$ cat src/design/ascm_pkg.sv
// shared types and constants for the adc scan and charge monitor
// no dependencies; imported by ascm_scale and adc_scan_and_charge_monitor
`default_nettype none

package ascm_pkg;

    // channel numbers of the scan
    localparam logic [1:0] CH_CHARGE     = 2'd0;
    localparam logic [1:0] CH_CURRENT    = 2'd1;
    localparam logic [1:0] CH_BATTERY    = 2'd2;
    localparam logic [1:0] CH_THERMISTOR = 2'd3;

    // configuration register indexes
    localparam logic [1:0] CFG_THRESHOLD = 2'd0;
    localparam logic [1:0] CFG_DEBOUNCE  = 2'd1;
    localparam logic [1:0] CFG_HOLDOFF   = 2'd2;

    localparam int CFG_INDEX_W = 2;
    localparam int CFG_DATA_W  = 11;

    // reset values of the configuration registers
    localparam logic [10:0] THRESHOLD_RESET = 11'd60;
    localparam logic [9:0]  DEBOUNCE_RESET  = 10'd1000;
    localparam logic [9:0]  HOLDOFF_RESET   = 10'd500;

    // timeout: more than this many ticks without a conversion
    localparam logic [2:0] MISSED_LIMIT = 3'd2;

    // sample * 4 / 55 == (sample * 76261) >> 20, exact for 14-bit samples
    localparam logic [30:0] CUR_RECIP = 31'd76261;
    localparam int          CUR_SHIFT = 20;

    // value / 5 == (value * 26215) >> 17, exact for 15-bit values
    localparam logic [29:0] DIV5_RECIP = 30'd26215;
    localparam int          DIV5_SHIFT = 17;

    typedef struct packed {
        logic        conversion_done;
        logic [13:0] adc_sample;
        logic        battery_monitor_on;
        logic        charging_complete_pin;
    } in_item_t;

    typedef struct packed {
        logic [1:0]  channel_select;
        logic        start_conversion;
        logic        force_done;
        logic [14:0] charge_level;
        logic [10:0] charge_current_ma;
        logic [12:0] battery_level;
        logic [11:0] thermistor_level;
        logic        charging;
        logic        charge_disable;
    } out_item_t;

    // scaled forms of one sample, one per channel
    typedef struct packed {
        logic [14:0] charge_level;
        logic [10:0] current_ma;
        logic [12:0] battery_level;
        logic [11:0] thermistor_level;
    } scale_t;

endpackage : ascm_pkg

`default_nettype wire

$ cat src/design/ascm_scale.sv
// per-channel scaling of one raw adc sample: a doubling, or a multiply by a constant reciprocal
// depends on ascm_pkg
`default_nettype none

module ascm_scale (
    input  wire logic [13:0]     sample,
    input  wire logic [1:0]      channel,
    input  wire logic            monitor_on,
    output ascm_pkg::scale_t     scaled
);
    import ascm_pkg::*;

    logic [30:0] cur_prod;
    logic [14:0] div5_in;
    logic [29:0] div5_prod;

    // times 4 over 55
    assign cur_prod = 31'(sample) * CUR_RECIP;

    // one shared divide by five: battery without divider takes sample * 2
    always_comb
    begin
        if (channel == CH_BATTERY && !monitor_on)
        begin
            div5_in = {sample, 1'b0};
        end
        else
        begin
            div5_in = {1'b0, sample};
        end
    end

    assign div5_prod = 30'(div5_in) * DIV5_RECIP;

    assign scaled.charge_level     = {sample, 1'b0};
    assign scaled.current_ma       = cur_prod[CUR_SHIFT +: 11];
    assign scaled.battery_level    = div5_prod[DIV5_SHIFT +: 13];
    assign scaled.thermistor_level = div5_prod[DIV5_SHIFT +: 12];

endmodule : ascm_scale

`default_nettype wire

$ cat src/design/adc_scan_and_charge_monitor.sv
// a request is registered in the input stage when it is accepted and its result is registered
// in the result stage, from which it can be taken while out_valid is high
// throughput: one request per cycle while out_stall is low; the scan and charge state updates in one pass
// reset: rst_n clears all scan and charge state to zero, empties both stages and loads
// the threshold, debounce and hold-off registers with 60, 1000 and 500
`default_nettype none

module adc_scan_and_charge_monitor (
    input  wire logic                                  clk,
    input  wire logic                                  rst_n,
    // request channel
    input  wire logic                                  in_valid,
    output logic                                       in_stall,
    input  wire ascm_pkg::in_item_t                    in_data,
    // result channel
    output logic                                       out_valid,
    input  wire logic                                  out_stall,
    output ascm_pkg::out_item_t                        out_data,
    // configuration writes
    input  wire logic                                  cfg_we,
    input  wire logic [ascm_pkg::CFG_INDEX_W-1:0]      cfg_index,
    input  wire logic [ascm_pkg::CFG_DATA_W-1:0]       cfg_data
);
    import ascm_pkg::*;

    // configuration registers
    logic [10:0] threshold_reg;
    logic [9:0]  debounce_limit_reg;
    logic [9:0]  holdoff_ticks_reg;

    // input stage
    logic        in_valid_reg;
    in_item_t    in_item_reg;

    // result stage
    logic        out_valid_reg;
    out_item_t   out_item_reg;
    out_item_t   out_item_next;

    // scan state
    logic [1:0]  channel_reg;
    logic [1:0]  channel_next;
    logic        error_reg;
    logic        error_next;
    logic        settle_reg;
    logic        settle_next;
    logic [1:0]  missed_reg;
    logic [1:0]  missed_next;

    // held readings
    logic [14:0] charge_level_reg;
    logic [14:0] charge_level_next;
    logic [10:0] current_reg;
    logic [10:0] current_next;
    logic [12:0] battery_reg;
    logic [12:0] battery_next;
    logic [11:0] thermistor_reg;
    logic [11:0] thermistor_next;

    // charge monitor state
    logic [9:0]  debounce_reg;
    logic [9:0]  debounce_next;
    logic [9:0]  holdoff_reg;
    logic [9:0]  holdoff_next;
    logic        disable_reg;
    logic        disable_next;

    // pass control
    logic        advance;
    scale_t      scaled;
    logic        start_conv;
    logic        forced;
    logic        over;
    logic        charging;
    logic [2:0]  missed_inc;
    logic [10:0] debounce_inc;
    logic [9:0]  holdoff_dec;
    logic        disable_mid;

    // the held request is processed whenever the result register is free or being taken
    assign advance   = in_valid_reg && (!out_valid_reg || !out_stall);
    // the input register refills in the same cycle it is processed
    assign in_stall  = in_valid_reg && !advance;
    assign out_valid = out_valid_reg;
    assign out_data  = out_item_reg;

    // configuration writes; index three is ignored
    always_ff @(posedge clk or negedge rst_n)
    begin
        if (!rst_n)
        begin
            threshold_reg      <= THRESHOLD_RESET;
            debounce_limit_reg <= DEBOUNCE_RESET;
            holdoff_ticks_reg  <= HOLDOFF_RESET;
        end
        else if (cfg_we)
        begin
            case (cfg_index)
                CFG_THRESHOLD: threshold_reg      <= cfg_data;
                CFG_DEBOUNCE:  debounce_limit_reg <= cfg_data[9:0];
                CFG_HOLDOFF:   holdoff_ticks_reg  <= cfg_data[9:0];
                default:       ;
            endcase
        end
    end

    // sample scaling for every channel, one chosen below
    ascm_scale u_scale (
        .sample     (in_item_reg.adc_sample),
        .channel    (channel_reg),
        .monitor_on (in_item_reg.battery_monitor_on),
        .scaled     (scaled)
    );

    // adc scan: store a sample, restart after settle/error, count a missed tick or force a timeout
    always_comb
    begin
        channel_next      = channel_reg;
        error_next        = error_reg;
        settle_next       = settle_reg;
        missed_next       = missed_reg;
        charge_level_next = charge_level_reg;
        current_next      = current_reg;
        battery_next      = battery_reg;
        thermistor_next   = thermistor_reg;
        start_conv        = 1'b0;
        forced            = 1'b0;
        missed_inc        = {1'b0, missed_reg} + 3'd1;

        if (in_item_reg.conversion_done)
        begin
            if (!error_reg && !settle_reg)
            begin
                case (channel_reg)
                    CH_CHARGE:     charge_level_next = scaled.charge_level;
                    CH_CURRENT:    current_next      = scaled.current_ma;
                    CH_BATTERY:    battery_next      = scaled.battery_level;
                    CH_THERMISTOR: thermistor_next   = scaled.thermistor_level;
                    default:       ;
                endcase
                // channel wraps from three back to zero
                channel_next = channel_reg + 2'd1;
                settle_next  = 1'b1;
            end
            else
            begin
                // throw away this conversion and start a fresh one
                start_conv  = 1'b1;
                settle_next = 1'b0;
                error_next  = 1'b0;
            end
        end
        else
        begin
            // missed count is not cleared by a completed conversion
            if (missed_inc > MISSED_LIMIT)
            begin
                forced       = 1'b1;
                channel_next = CH_CHARGE;
                error_next   = 1'b1;
                missed_next  = 2'd0;
            end
            else
            begin
                missed_next = missed_inc[1:0];
            end
        end
    end

    // charge monitor works on the freshly updated current
    always_comb
    begin
        over         = current_next > threshold_reg;
        charging     = !in_item_reg.charging_complete_pin || over;
        holdoff_dec  = (holdoff_reg != 10'd0) ? holdoff_reg - 10'd1 : 10'd0;
        debounce_inc = {1'b0, debounce_reg} + 11'd1;
        holdoff_next = holdoff_dec;
        disable_mid  = disable_reg;

        if (over && in_item_reg.charging_complete_pin)
        begin
            // current while the charger says complete: debounce then trip
            if (debounce_inc > {1'b0, debounce_limit_reg})
            begin
                disable_mid   = 1'b1;
                debounce_next = 10'd0;
                holdoff_next  = holdoff_ticks_reg;
            end
            else
            begin
                debounce_next = debounce_inc[9:0];
            end
        end
        else
        begin
            debounce_next = 10'd0;
        end

        // expired hold-off re-enables charging, also a zero hold-off on the trip tick
        disable_next = (holdoff_next == 10'd0) ? 1'b0 : disable_mid;
    end

    // result assembled from the updated state
    always_comb
    begin
        out_item_next.channel_select    = channel_next;
        out_item_next.start_conversion  = start_conv;
        out_item_next.force_done        = forced;
        out_item_next.charge_level      = charge_level_next;
        out_item_next.charge_current_ma = current_next;
        out_item_next.battery_level     = battery_next;
        out_item_next.thermistor_level  = thermistor_next;
        out_item_next.charging          = charging;
        out_item_next.charge_disable    = disable_next;
    end

    // stage valid flags
    always_ff @(posedge clk or negedge rst_n)
    begin
        if (!rst_n)
        begin
            in_valid_reg  <= 1'b0;
            out_valid_reg <= 1'b0;
        end
        else
        begin
            if (!in_stall)
            begin
                in_valid_reg <= in_valid;
            end
            if (advance)
            begin
                out_valid_reg <= 1'b1;
            end
            else if (!out_stall)
            begin
                out_valid_reg <= 1'b0;
            end
        end
    end

    // payload registers
    always_ff @(posedge clk)
    begin
        if (!in_stall && in_valid)
        begin
            in_item_reg <= in_data;
        end
        if (advance)
        begin
            out_item_reg <= out_item_next;
        end
    end

    // scan and charge state, updated once per processed request
    always_ff @(posedge clk or negedge rst_n)
    begin
        if (!rst_n)
        begin
            channel_reg      <= CH_CHARGE;
            error_reg        <= 1'b0;
            settle_reg       <= 1'b0;
            missed_reg       <= 2'd0;
            charge_level_reg <= 15'd0;
            current_reg      <= 11'd0;
            battery_reg      <= 13'd0;
            thermistor_reg   <= 12'd0;
            debounce_reg     <= 10'd0;
            holdoff_reg      <= 10'd0;
            disable_reg      <= 1'b0;
        end
        else if (advance)
        begin
            channel_reg      <= channel_next;
            error_reg        <= error_next;
            settle_reg       <= settle_next;
            missed_reg       <= missed_next;
            charge_level_reg <= charge_level_next;
            current_reg      <= current_next;
            battery_reg      <= battery_next;
            thermistor_reg   <= thermistor_next;
            debounce_reg     <= debounce_next;
            holdoff_reg      <= holdoff_next;
            disable_reg      <= disable_next;
        end
    end

endmodule : adc_scan_and_charge_monitor

`default_nettype wire
$ cat config.mk
export PLATFORM = sky130hd
export DESIGN_NAME = adc_scan_and_charge_monitor
export DESIGN_NICKNAME = d
export VERILOG_FILES = /design/src/design/ascm_pkg.sv /design/src/design/ascm_scale.sv /design/src/design/adc_scan_and_charge_monitor.sv
export SDC_FILE = /design/constraint.sdc
export NUM_CORES = 1
export LEC_CHECK = 0
export BUFFER_PORTS_ARGS = -buffer_cell sky130_fd_sc_hd__buf_2
export CAP_MARGIN = 40
export CELL_PAD_IN_SITES_DETAIL_PLACEMENT = 1
export CELL_PAD_IN_SITES_GLOBAL_PLACEMENT = 2
export CORE_UTILIZATION = 38
export CTS_BUF_LIST = sky130_fd_sc_hd__clkbuf_4 sky130_fd_sc_hd__clkbuf_8
export DETAILED_ROUTE_END_ITERATION = 6
export PLACE_DENSITY = 0.86
export RECOVER_POWER = 50
export REMOVE_ABC_BUFFERS = 1
export SLEW_MARGIN = 0
export SYNTH_ARGS = -nofsm -noshare
export SYNTH_HDL_FRONTEND = slang
export SYNTH_HIERARCHICAL = 1
export SYNTH_SLANG_ARGS = --single-unit
$ cat constraint.sdc
create_clock -name clk -period 7.95 [get_ports clk]
set_clock_uncertainty 0.2 [all_clocks]
set_input_delay 0.3975 -clock clk [delete_from_list [all_inputs] [get_ports clk]]
set_output_delay 0.3975 -clock clk [all_outputs]
set_load 0.1 [all_outputs]
Word-level counts from Yosys, hierarchy flattened:

Cells that the tools add are included.

* bitwise gates (word level): 1
* $mul: 2
* $lt $le $gt $ge: 3
* mux-type cells: 33
* reduce and logical (&&, ||, !) cells: 27
* equal/unequal tests: 7
* add/subtract/negate cells: 4

Operator list (count)
* $mux W15: 4
* $mux W10: 5
* $mux W13: 3
* $mux W12: 3
* $mux W11: 3
* $mul A14 B17 Y31 const B: 1
* $mul A15 B15 Y30 const B: 1
* $add A10 B1 Y11 const B: 1
* $gt A11 B10 Y1: 1
* $gt A11 B11 Y1: 1
* $mux W1: 11
* $logic_not A10 Y1: 1
* $reduce_and A2 Y1: 5
* $reduce_bool A10 Y1: 1
* $sub A10 B1 Y10 const B: 1
* $logic_not A1 Y1: 8
* $mux W2: 4
* $eq A2 B2 Y1 const B: 3
* $logic_and A1 B1 Y1: 6
* $eq A2 B1 Y1 const B: 2
* $logic_not A2 Y1: 2
* $add A2 B1 Y3 const B: 1
* $gt A3 B2 Y1 const B: 1
* $reduce_and A3 Y1: 1
* other kinds (6): 7

* bits of input ports: 35
* word-level logic and storage cells: 106
* flip-flop bits (word level): 185

Longest topological paths before layout:

Gate-level depths: netlist (run 1).

* word-level depth: 9
* depth in mapped cells: 31
* depth with buffers taken out: 30

Cells and area by module:

The synthesis (run 1) kept the hierarchy.

By module, submodules not included
* adc_scan_and_charge_monitor: area an instance 8244.2 sq um, times used 1, cells an instance 713
* ascm_scale: area an instance 8236.6 sq um, times used 1, cells an instance 895

Worst setup path before layout (run 1):

Ideal clock, no wire load.

* path kind: register to register
* from: register in_item_reg[4] (netlist bit)
* to: register holdoff_reg[7]
* path buffers: 1
* period minus slack after synthesis: 8172 ps
* setup time: 126 ps
* stages on the path, launching flop included: 29
* data required time: 7624 ps
* arrival time: 7846 ps
* setup slack: -222 ps
* cells stage by stage: edfxtp_1 -> fa_1 -> inv_1 -> fa_1 -> inv_1 -> fa_1 -> inv_1 -> fa_1 -> fa_1 -> inv_1 -> ha_1 -> ha_1 -> and3_1 -> a221o_1 -> a21o_1 -> a311o_2 -> a311o_1 -> nand4_1 -> or3b_1 -> mux2_2 -> ha_1 -> nand4_1 -> a211oi_1 -> a2111oi_1 -> nor3b_2 -> nor2b_4 -> buf_2 -> o21ai_0 -> a221o_1

RTL lines
* start: declaration: line adc_scan_and_charge_monitor.sv:33 `in_item_t in_item_reg;`
* start signal: assignment: line adc_scan_and_charge_monitor.sv:247 `in_item_reg <= in_data;`
* end signal: assignment: line adc_scan_and_charge_monitor.sv:283 `holdoff_reg <= holdoff_next;`
* end: declaration: line adc_scan_and_charge_monitor.sv:63 `logic [9:0] holdoff_reg;`

==> metrics.txt, run 1 <==
arrival time of the worst setup path=8.32 ns; smallest hold slack=0.2821 ns; Setup Total Neg Slack=-0.7514 ns; max reg flops=57; HPWL reported at the end of detailed placement=33370 um; most utilized layer in the global route result=met2; cell with the largest stage delay on the worst path=fa_1; antenna cells=0; achievable frequency=0.1239 GHz; capturing element type of the critical path=flip-flop; number of port buffers=93; Detailed Route Iter0 Violations=478; number of sinks handled by clock tree synthesis=185; pin count of the biggest net entering global routing=72; Starting Density=0.3894; number of I/O pins=94; TritonCTS clock tree=done; final net count=2187; post-synthesis async set-or-reset flop share=0.6000; Routability Congestion=0.8956; die extent in y=210.3 um; Slew Viols, Final=116; crit share post-route=1.015; worst hold path type=flip-flop to flip-flop; Hold Vio Cnt, Final=0; final cell count without fillers=2349; highest net fanout along the worst path=8; Total Routed Length=41820 um; count of yosys warnings during synthesis=6; number of unique standard cell types used by synthesis=73; Global Route Usage Sum=0.2003; width of the chip=210.3 um; post-synthesis sequential area ratio=0.3046; grt ovf=0; Post-Synth Simple-Gate Area=0.1112; clock root buffer=clkbuf_8; die footprint=44210 um^2; met3 track demand over resource=0.03367; max-cap viol count=3; final worst slack=-0.1188 ns; TritonRoute pass-1 iters=5; largest delay contributor family on the critical path=adder cells; compound-cell area share of the yosys netlist=0.06263; count of state elements after synthesis=185; Least-Margin Pin Slew=2.573 ns; total instance count after detailed placement=2273; mux cell area share after synthesis=0.05216; Post-synth top flop=dfrtp_1; row count=75; maximum level of the CTS H-tree=4; worst setup path class=flip-flop to flip-flop; final-layout fill cell count=4760; most common cell after layout, fill and taps aside=inv_1; Synth Area in Adders=0.3576; most frequent cells in the layout=inv_1 (275), ha_1 (258), nand2_1 (234), fa_1 (129), dfrtp_1 (95); failing checks=max-capacitance violations, max-slew violations, negative setup slack; residual DRC count=0; Slew Limit Headroom=-0.7154; average wire per cell in the routed design=17.80 um; number of vias in the routed layout=11.68k; standard cell core area=42320 um^2; clock buffers created by TritonCTS=17; number of buffers and inverters on the critical path=8; EDFF count, synth=74; most frequent cell on the critical path=fa_1; insertion delay of the later-clocked pin in the worst-skew pair=0.53 ns; vias per cell=4.973; setup repair after global routing missed its margin=true; post-synthesis to final-layout area growth=13.70%; main combinational cell family by area after synthesis=adder cells; clock transition at the register clock pins on the worst setup and hold paths after CTS=0.12 ns; remaining antenna violation count=0; vias in the first global route=12.95k; clk buf depth=2; critical path required time=8.20 ns; share of post-route cells with drive strength above 1=0.1597; shortest clock period the worst path allows after layout=8.069 ns; kind of start point of the critical path=flip-flop; Avg Synthesized Cell Area=10.25 um^2; gate count after technology mapping=1608; largest incremental delay on the critical path=0.58 ns; post-synth design cell area=16480 um^2; xor and xnor fraction of the mapped netlist area=0.02710; number of antenna violations at the first check in global routing=0; setup violation total in the final timing report=12; met1 Use GR=0.2610; result of the run=finished, violations left; met2 GRT Util=0.3412; wire length of the first global-routing pass=68700 um
cell families (layout without fill, tap and decap cells):
logic type | count (synthesis) | after routing
simple gates | 401 | 402
fa+ha+maj | 393 | 393
buf+inv | 341 | 504
flops | 185 | 185
compound gates | 159 | 159
mux | 77 | 77
xor+xnor | 51 | 51
other cells | 1 | 1
repair_timing:
item,CTS,global route
setup endpoints to repair,18,39
hold buffers,32,0
cloned,1,0
pin swaps,15,11
gates resized for setup,20,26
hold endpoints to repair,83,0
setup buffers,5,6
worst register-to-register path: cells and delay by family, from the launching register on:
kind,cells,cell delay (ns)
compound gates,5,1.45
fa+ha+maj,8,3.19
mux,1,0.29
buf+inv,8,0.86
flops,1,0.45
simple gates,8,1.55
area by class of cell:
cell class,count,area (um^2),area share
well taps,577,721.9,0.03853
inverters,278,1046,0.05582
clock buffers,17,234.0,0.01249
multi-input cells,1083,10270,0.5482
flip-flops and latches,185,5020,0.2679
repair buffers,194,1286,0.06864
clock inverters,15,158.9,0.008480
path summary, 6_finish.rpt:
check | start | endpoint | slack [ns] | depth (start not counted)
max in group asynchronous | rst_n | battery_reg[4] | 1.82 | 4
min in group asynchronous | rst_n | battery_reg[11] | 0.95 | 2
max reg2reg | in_item_reg[6] | holdoff_reg[0] | -0.12 | 30
max | in_item_reg[6] | holdoff_reg[0] | -0.12 | 30
min reg2reg | charge_level_reg[8] | charge_level_reg[8] | 0.28 | 2
min | charge_level_reg[8] | charge_level_reg[8] | 0.28 | 2
cells in the mapped netlist, types with 7 or more instances:
library cell | number | area, um^2
and3_1 | 11 | 68.82
clkbuf_1 | 24 | 90.09
fa_1 | 130 | 2603
nor2_1 | 41 | 153.9
o21ai_0 | 45 | 225.2
buf_1 | 8 | 30.03
mux2_2 | 71 | 799.5
a21oi_1 | 42 | 210.2
and2_1 | 7 | 43.79
nor4_1 | 7 | 43.79
dfstp_2 | 16 | 420.4
xnor2_1 | 33 | 289.0
nand3_1 | 24 | 120.1
nand2_1 | 234 | 878.3
nand4_1 | 15 | 93.84
inv_1 | 277 | 1040
edfxtp_1 | 74 | 2222
dfrtp_1 | 95 | 2377
ha_1 | 263 | 3291
nor2b_1 | 7 | 43.79
a21o_1 | 17 | 127.6
buf_4 | 27 | 202.7
xor2_1 | 18 | 157.7
nor3_1 | 17 | 85.08
stage by stage:
| step | util | area [um^2] | setup slack, ns |
|---|---|---|---|
| after floorplan | - | 16130 | -0.3476 |
| after global placement | 0.4195 | 17750 | -0.3302 |
| after detailed placement | 0.4208 | 17810 | -0.5111 |
| after CTS | 0.4408 | 18650 | -0.1369 |
| after global routing | 0.4428 | 18740 | -0.3914 |
| final | 0.4428 | 18740 | -0.1188 |
metal layers:
layer	part of all wire	vias up	wire length, um
met3	0.036	39	1487
met1	0.45	5879	18920
li1	-	5591	-
met2	0.49	172	20620
met4	0.019	0	786
met5	0	-	0
Power of run 1 is not shown: default switching activity piles up to over one toggle a cycle in this logic, so the estimate is an artifact.
==> run 2, diff against run 1 <==
--- a/config.mk
+++ b/config.mk
@@ -5,8 +5,7 @@
 export SDC_FILE = /design/constraint.sdc
 export NUM_CORES = 1
 export LEC_CHECK = 0
-export BUFFER_PORTS_ARGS = -buffer_cell sky130_fd_sc_hd__buf_2
-export CAP_MARGIN = 40
+export BUFFER_PORTS_ARGS = -buffer_cell sky130_fd_sc_hd__buf_4
 export CELL_PAD_IN_SITES_DETAIL_PLACEMENT = 1
 export CELL_PAD_IN_SITES_GLOBAL_PLACEMENT = 2
 export CORE_UTILIZATION = 38
==> metrics.txt, run 2 (same netlist as run 1, synthesis figures left out) <==
final net count=2186; width of the chip=210.3 um; cell with the largest stage delay on the worst path=fa_1; Detailed Route Iter0 Violations=498; post-synthesis to final-layout area growth=13.91%; number of antenna violations at the first check in global routing=0; worst setup path class=flip-flop to flip-flop; result of the run=finished, violations left; wire length of the first global-routing pass=69540 um; max-cap viol count=3; die extent in y=210.3 um; critical path required time=8.19 ns; worst hold path type=flip-flop to flip-flop; clk buf depth=2; HPWL reported at the end of detailed placement=33240 um; average wire per cell in the routed design=17.98 um; crit share post-route=1.026; row count=75; Hold Vio Cnt, Final=0; arrival time of the worst setup path=8.40 ns; largest incremental delay on the critical path=0.65 ns; residual DRC count=0; final worst slack=-0.2052 ns; maximum level of the CTS H-tree=4; failing checks=max-capacitance violations, max-slew violations, negative setup slack; total instance count after detailed placement=2270; final cell count without fillers=2348; number of port buffers=93; clock buffers created by TritonCTS=17; most common cell after layout, fill and taps aside=inv_1; pin count of the biggest net entering global routing=81; share of post-route cells with drive strength above 1=0.1434; most frequent cells in the layout=inv_1 (272), ha_1 (256), nand2_1 (233), fa_1 (129), dfrtp_1 (95); Global Route Usage Sum=0.2027; remaining antenna violation count=0; vias in the first global route=13.00k; number of I/O pins=94; clock root buffer=clkbuf_8; TritonRoute pass-1 iters=5; capturing element type of the critical path=flip-flop; smallest hold slack=0.2827 ns; Starting Density=0.3894; vias per cell=4.977; insertion delay of the later-clocked pin in the worst-skew pair=0.52 ns; clock transition at the register clock pins on the worst setup and hold paths after CTS=0.11 ns; Routability Congestion=0.8814; setup violation total in the final timing report=12; kind of start point of the critical path=flip-flop; number of vias in the routed layout=11.69k; Slew Limit Headroom=-1.788; achievable frequency=0.1226 GHz; TritonCTS clock tree=done; highest net fanout along the worst path=8; setup repair after global routing missed its margin=true; max reg flops=57; Slew Viols, Final=132; grt ovf=0; Least-Margin Pin Slew=4.182 ns; Total Routed Length=42210 um; die footprint=44210 um^2; standard cell core area=42320 um^2; number of sinks handled by clock tree synthesis=185; antenna cells=0; shortest clock period the worst path allows after layout=8.155 ns
-- run 2: critical path: cells and delay by family, from the launching register on --
family	cells	cell delay, ns
AOI/OAI and AO/OA	5	1.37
adders and majority gates	8	3.36
buffers and inverters	8	0.80
DFF	1	0.47
muxes	1	0.30
and+or+nand+nor	8	1.55
-- run 2: what timing repair did --
action | in CTS | in global routing
pin swaps | 24 | 3
hold buffers | 32 | 0
gates resized for setup | 29 | 12
setup buffers | 11 | 6
endpoints found under the hold margin | 83 | 0
endpoints found under the setup margin | 14 | 30
-- run 2: per-layer routing --
layer	vias to the layer above	global-route usage	wire length [um]	part of all wire
met5	-	0	0	0
met4	0	0.06242	853	0.020
met3	46	0.02741	927	0.022
met2	145	0.3452	21000	0.50
met1	5905	0.2669	19430	0.46
li1	5591	-	-	-
-- run 2: worst paths after layout --
path,slack [ns],depth (start not counted),to,from
max,-0.21,30,holdoff_reg[0],in_item_reg[4]
min reg2reg,0.28,2,current_reg[4],current_reg[4]
max in group asynchronous,1.69,3,channel_reg[1],rst_n
max reg2reg,-0.21,30,holdoff_reg[0],in_item_reg[4]
min,0.28,2,current_reg[4],current_reg[4]
min in group asynchronous,0.92,2,thermistor_reg[11],rst_n
-- run 2: through the flow --
step	area (um^2)	setup slack (ns)	setup TNS, ns	utilization
global placement	18010	-0.3341	-2.363	0.4256
floorplan	16130	-0.3476	-2.651	-
finish	18770	-0.2052	-1.770	0.4436
global route	18770	-0.4191	-4.460	0.4436
detailed placement	18010	-0.5454	-4.695	0.4256
CTS	18980	-0.07699	-0.2492	0.4485
-- run 2: area by class of cell --
class | instances | area, um^2
clock buffer | 20 | 275.3
clock inverter | 12 | 123.9
fill | 4787 | 23550
inverter | 278 | 1046
multi-input combinational | 1082 | 10270
sequential | 185 | 5020
tap | 577 | 721.9
timing repair buffer | 194 | 1313
Power of run 2 is left out for the same reason.
==> run 3, diff against run 2 <==
--- a/config.mk
+++ b/config.mk
@@ -8,13 +8,12 @@
 export BUFFER_PORTS_ARGS = -buffer_cell sky130_fd_sc_hd__buf_4
 export CELL_PAD_IN_SITES_DETAIL_PLACEMENT = 1
 export CELL_PAD_IN_SITES_GLOBAL_PLACEMENT = 2
-export CORE_UTILIZATION = 38
+export CORE_UTILIZATION = 42
 export CTS_BUF_LIST = sky130_fd_sc_hd__clkbuf_4 sky130_fd_sc_hd__clkbuf_8
 export DETAILED_ROUTE_END_ITERATION = 6
-export PLACE_DENSITY = 0.86
+export PLACE_DENSITY = 0.9
 export RECOVER_POWER = 50
 export REMOVE_ABC_BUFFERS = 1
-export SLEW_MARGIN = 0
 export SYNTH_ARGS = -nofsm -noshare
 export SYNTH_HDL_FRONTEND = slang
 export SYNTH_HIERARCHICAL = 1
==> constraint.sdc (replaced) <==
create_clock -name clk -period 7.7 [get_ports clk]
set_clock_uncertainty 0.2 [all_clocks]
set_input_delay 0.385 -clock clk [delete_from_list [all_inputs] [get_ports clk]]
set_output_delay 0.385 -clock clk [all_outputs]
set_load 0.1 [all_outputs]
==> metrics.txt, run 3 (same netlist as run 1, synthesis figures left out) <==
result of the run=finished, violations left; failing checks=max-capacitance violations, max-slew violations, negative setup slack; crit share post-route=1.043; HPWL reported at the end of detailed placement=33680 um; die extent in y=200.1 um; number of sinks handled by clock tree synthesis=185; max reg flops=57; achievable frequency=0.1245 GHz; hold path depth=2; clock buffers created by TritonCTS=17; largest incremental delay on the critical path=0.59 ns; average wire per cell in the routed design=18.68 um; TritonCTS clock tree=done; setup repair after global routing missed its margin=true; residual DRC count=0; max-cap viol count=1; vias in the first global route=13.22k; capturing element type of the critical path=flip-flop; number of buffers and inverters on the critical path=6; worst setup path class=flip-flop to flip-flop; Least-Margin Pin Slew=2.275 ns; number of vias in the routed layout=11.76k; Routability Congestion=0.9197; post-synthesis to final-layout area growth=14.66%; setup violation total in the final timing report=12; number of port buffers=93; highest net fanout along the worst path=5; final-layout fill cell count=4318; Starting Density=0.4264; Detailed Route Iter0 Violations=458; number of antenna violations at the first check in global routing=0; sequential cell area=5022 um^2; worst hold path type=flip-flop to flip-flop; Total Routed Length=42950 um; row count=72; final worst slack=-0.3325 ns; standard cell core area=38650 um^2; wire length of the first global-routing pass=70140 um; cell with the largest stage delay on the worst path=fa_1; final net count=2196; most common cell after layout, fill and taps aside=inv_1; arrival time of the worst setup path=8.23 ns; share of post-route cells with drive strength above 1=0.1527; clock transition at the register clock pins on the worst setup and hold paths after CTS=0.11 ns; insertion delay of the later-clocked pin in the worst-skew pair=0.51 ns; Slew Limit Headroom=-0.5168; most frequent cells in the layout=inv_1 (274), ha_1 (256), nand2_1 (232), fa_1 (129), dfrtp_1 (93); die footprint=40040 um^2; clk buf depth=2; number of I/O pins=94; grt ovf=0; Multi-input gate area=10340 um^2; Critical Path Stages=29; antenna cells=0; most frequent cell on the critical path=fa_1; clock root buffer=clkbuf_8; Global Route Usage Sum=0.2294; TritonRoute pass-1 iters=5; reg2reg path depth=29; critical path required time=7.89 ns; maximum level of the CTS H-tree=4; largest delay contributor family on the critical path=adder cells; remaining antenna violation count=0; Hold Vio Cnt, Final=0; vias per cell=5.115; Setup Total Neg Slack=-3.477 ns; width of the chip=200.1 um; pin count of the biggest net entering global routing=80; shortest clock period the worst path allows after layout=8.033 ns; Slew Viols, Final=35; kind of start point of the critical path=flip-flop
run 3: cell types whose count changed in the layout (fill, tap and decap cells not counted), moves of 5 or more:
cell      previous run  this run
buf_6                4         9
clkbuf_4            11         4
buf_4               66        72
clkbuf_1            77        82
run 3: worst paths after layout:
kind,start,end,slack [ns]
setup / recovery,in_item_reg[5],holdoff_reg[7],-0.33
hold / removal,charge_level_reg[14],charge_level_reg[14],0.28
setup reg to reg,in_item_reg[5],holdoff_reg[7],-0.33
hold reg to reg,charge_level_reg[14],charge_level_reg[14],0.28
max in group asynchronous,rst_n,channel_reg[1],4.28
min in group asynchronous,rst_n,thermistor_reg[11],0.90
run 3: area by class of cell:
class / count / area share
flip-flops and latches: 185 / 0.2658
clock inverters: 15 / 0.01053
well taps: 518 / 0.03430
inverters: 278 / 0.05549
clock buffers: 17 / 0.01238
repair buffers: 204 / 0.07449
multi-input cells: 1082 / 0.5470
run 3: metal layers:
layer / vias to the layer above / wire length [um] / global-route usage
li1: 5615 / - / -
met1: 5917 / 19270 / 0.2960
met2: 178 / 21560 / 0.4015
met3: 50 / 1203 / 0.03192
met4: 0 / 914 / 0.06220
met5: - / 0 / 0
run 3: stage by stage:
stage	util	instances	setup WS, ns	area, um^2	hold WS (ns)
2_1_floorplan	-	1545	-0.5976	16130	-0.1106
3_3_place_gp	0.4658	2221	-0.4436	18000	0.2046
3_5_place_dp	0.4658	2221	-0.6199	18000	0.2121
4_1_cts	0.4920	2293	-0.3366	19010	0.1309
5_1_grt	0.4890	2299	-0.5558	18900	0.3050
6_report	0.4890	2299	-0.3325	18900	0.2813
run 3: tightest hold or removal path, delay by kind of cell, from the launching register on:
kind             cells  cell delay, ns
AND/OR/NAND/NOR      2            0.11
flip-flops           1            0.35
run 3: timing repair:
item	4_1_cts	5_1_grt
buffers inserted	9	6
pin swaps	17	9
endpoints found under the setup margin	29	53
hold buffers	32	0
hold endpoints to repair	83	0
cloned	1	0
resized for setup	28	38
Power of run 3 is left out for the same reason.
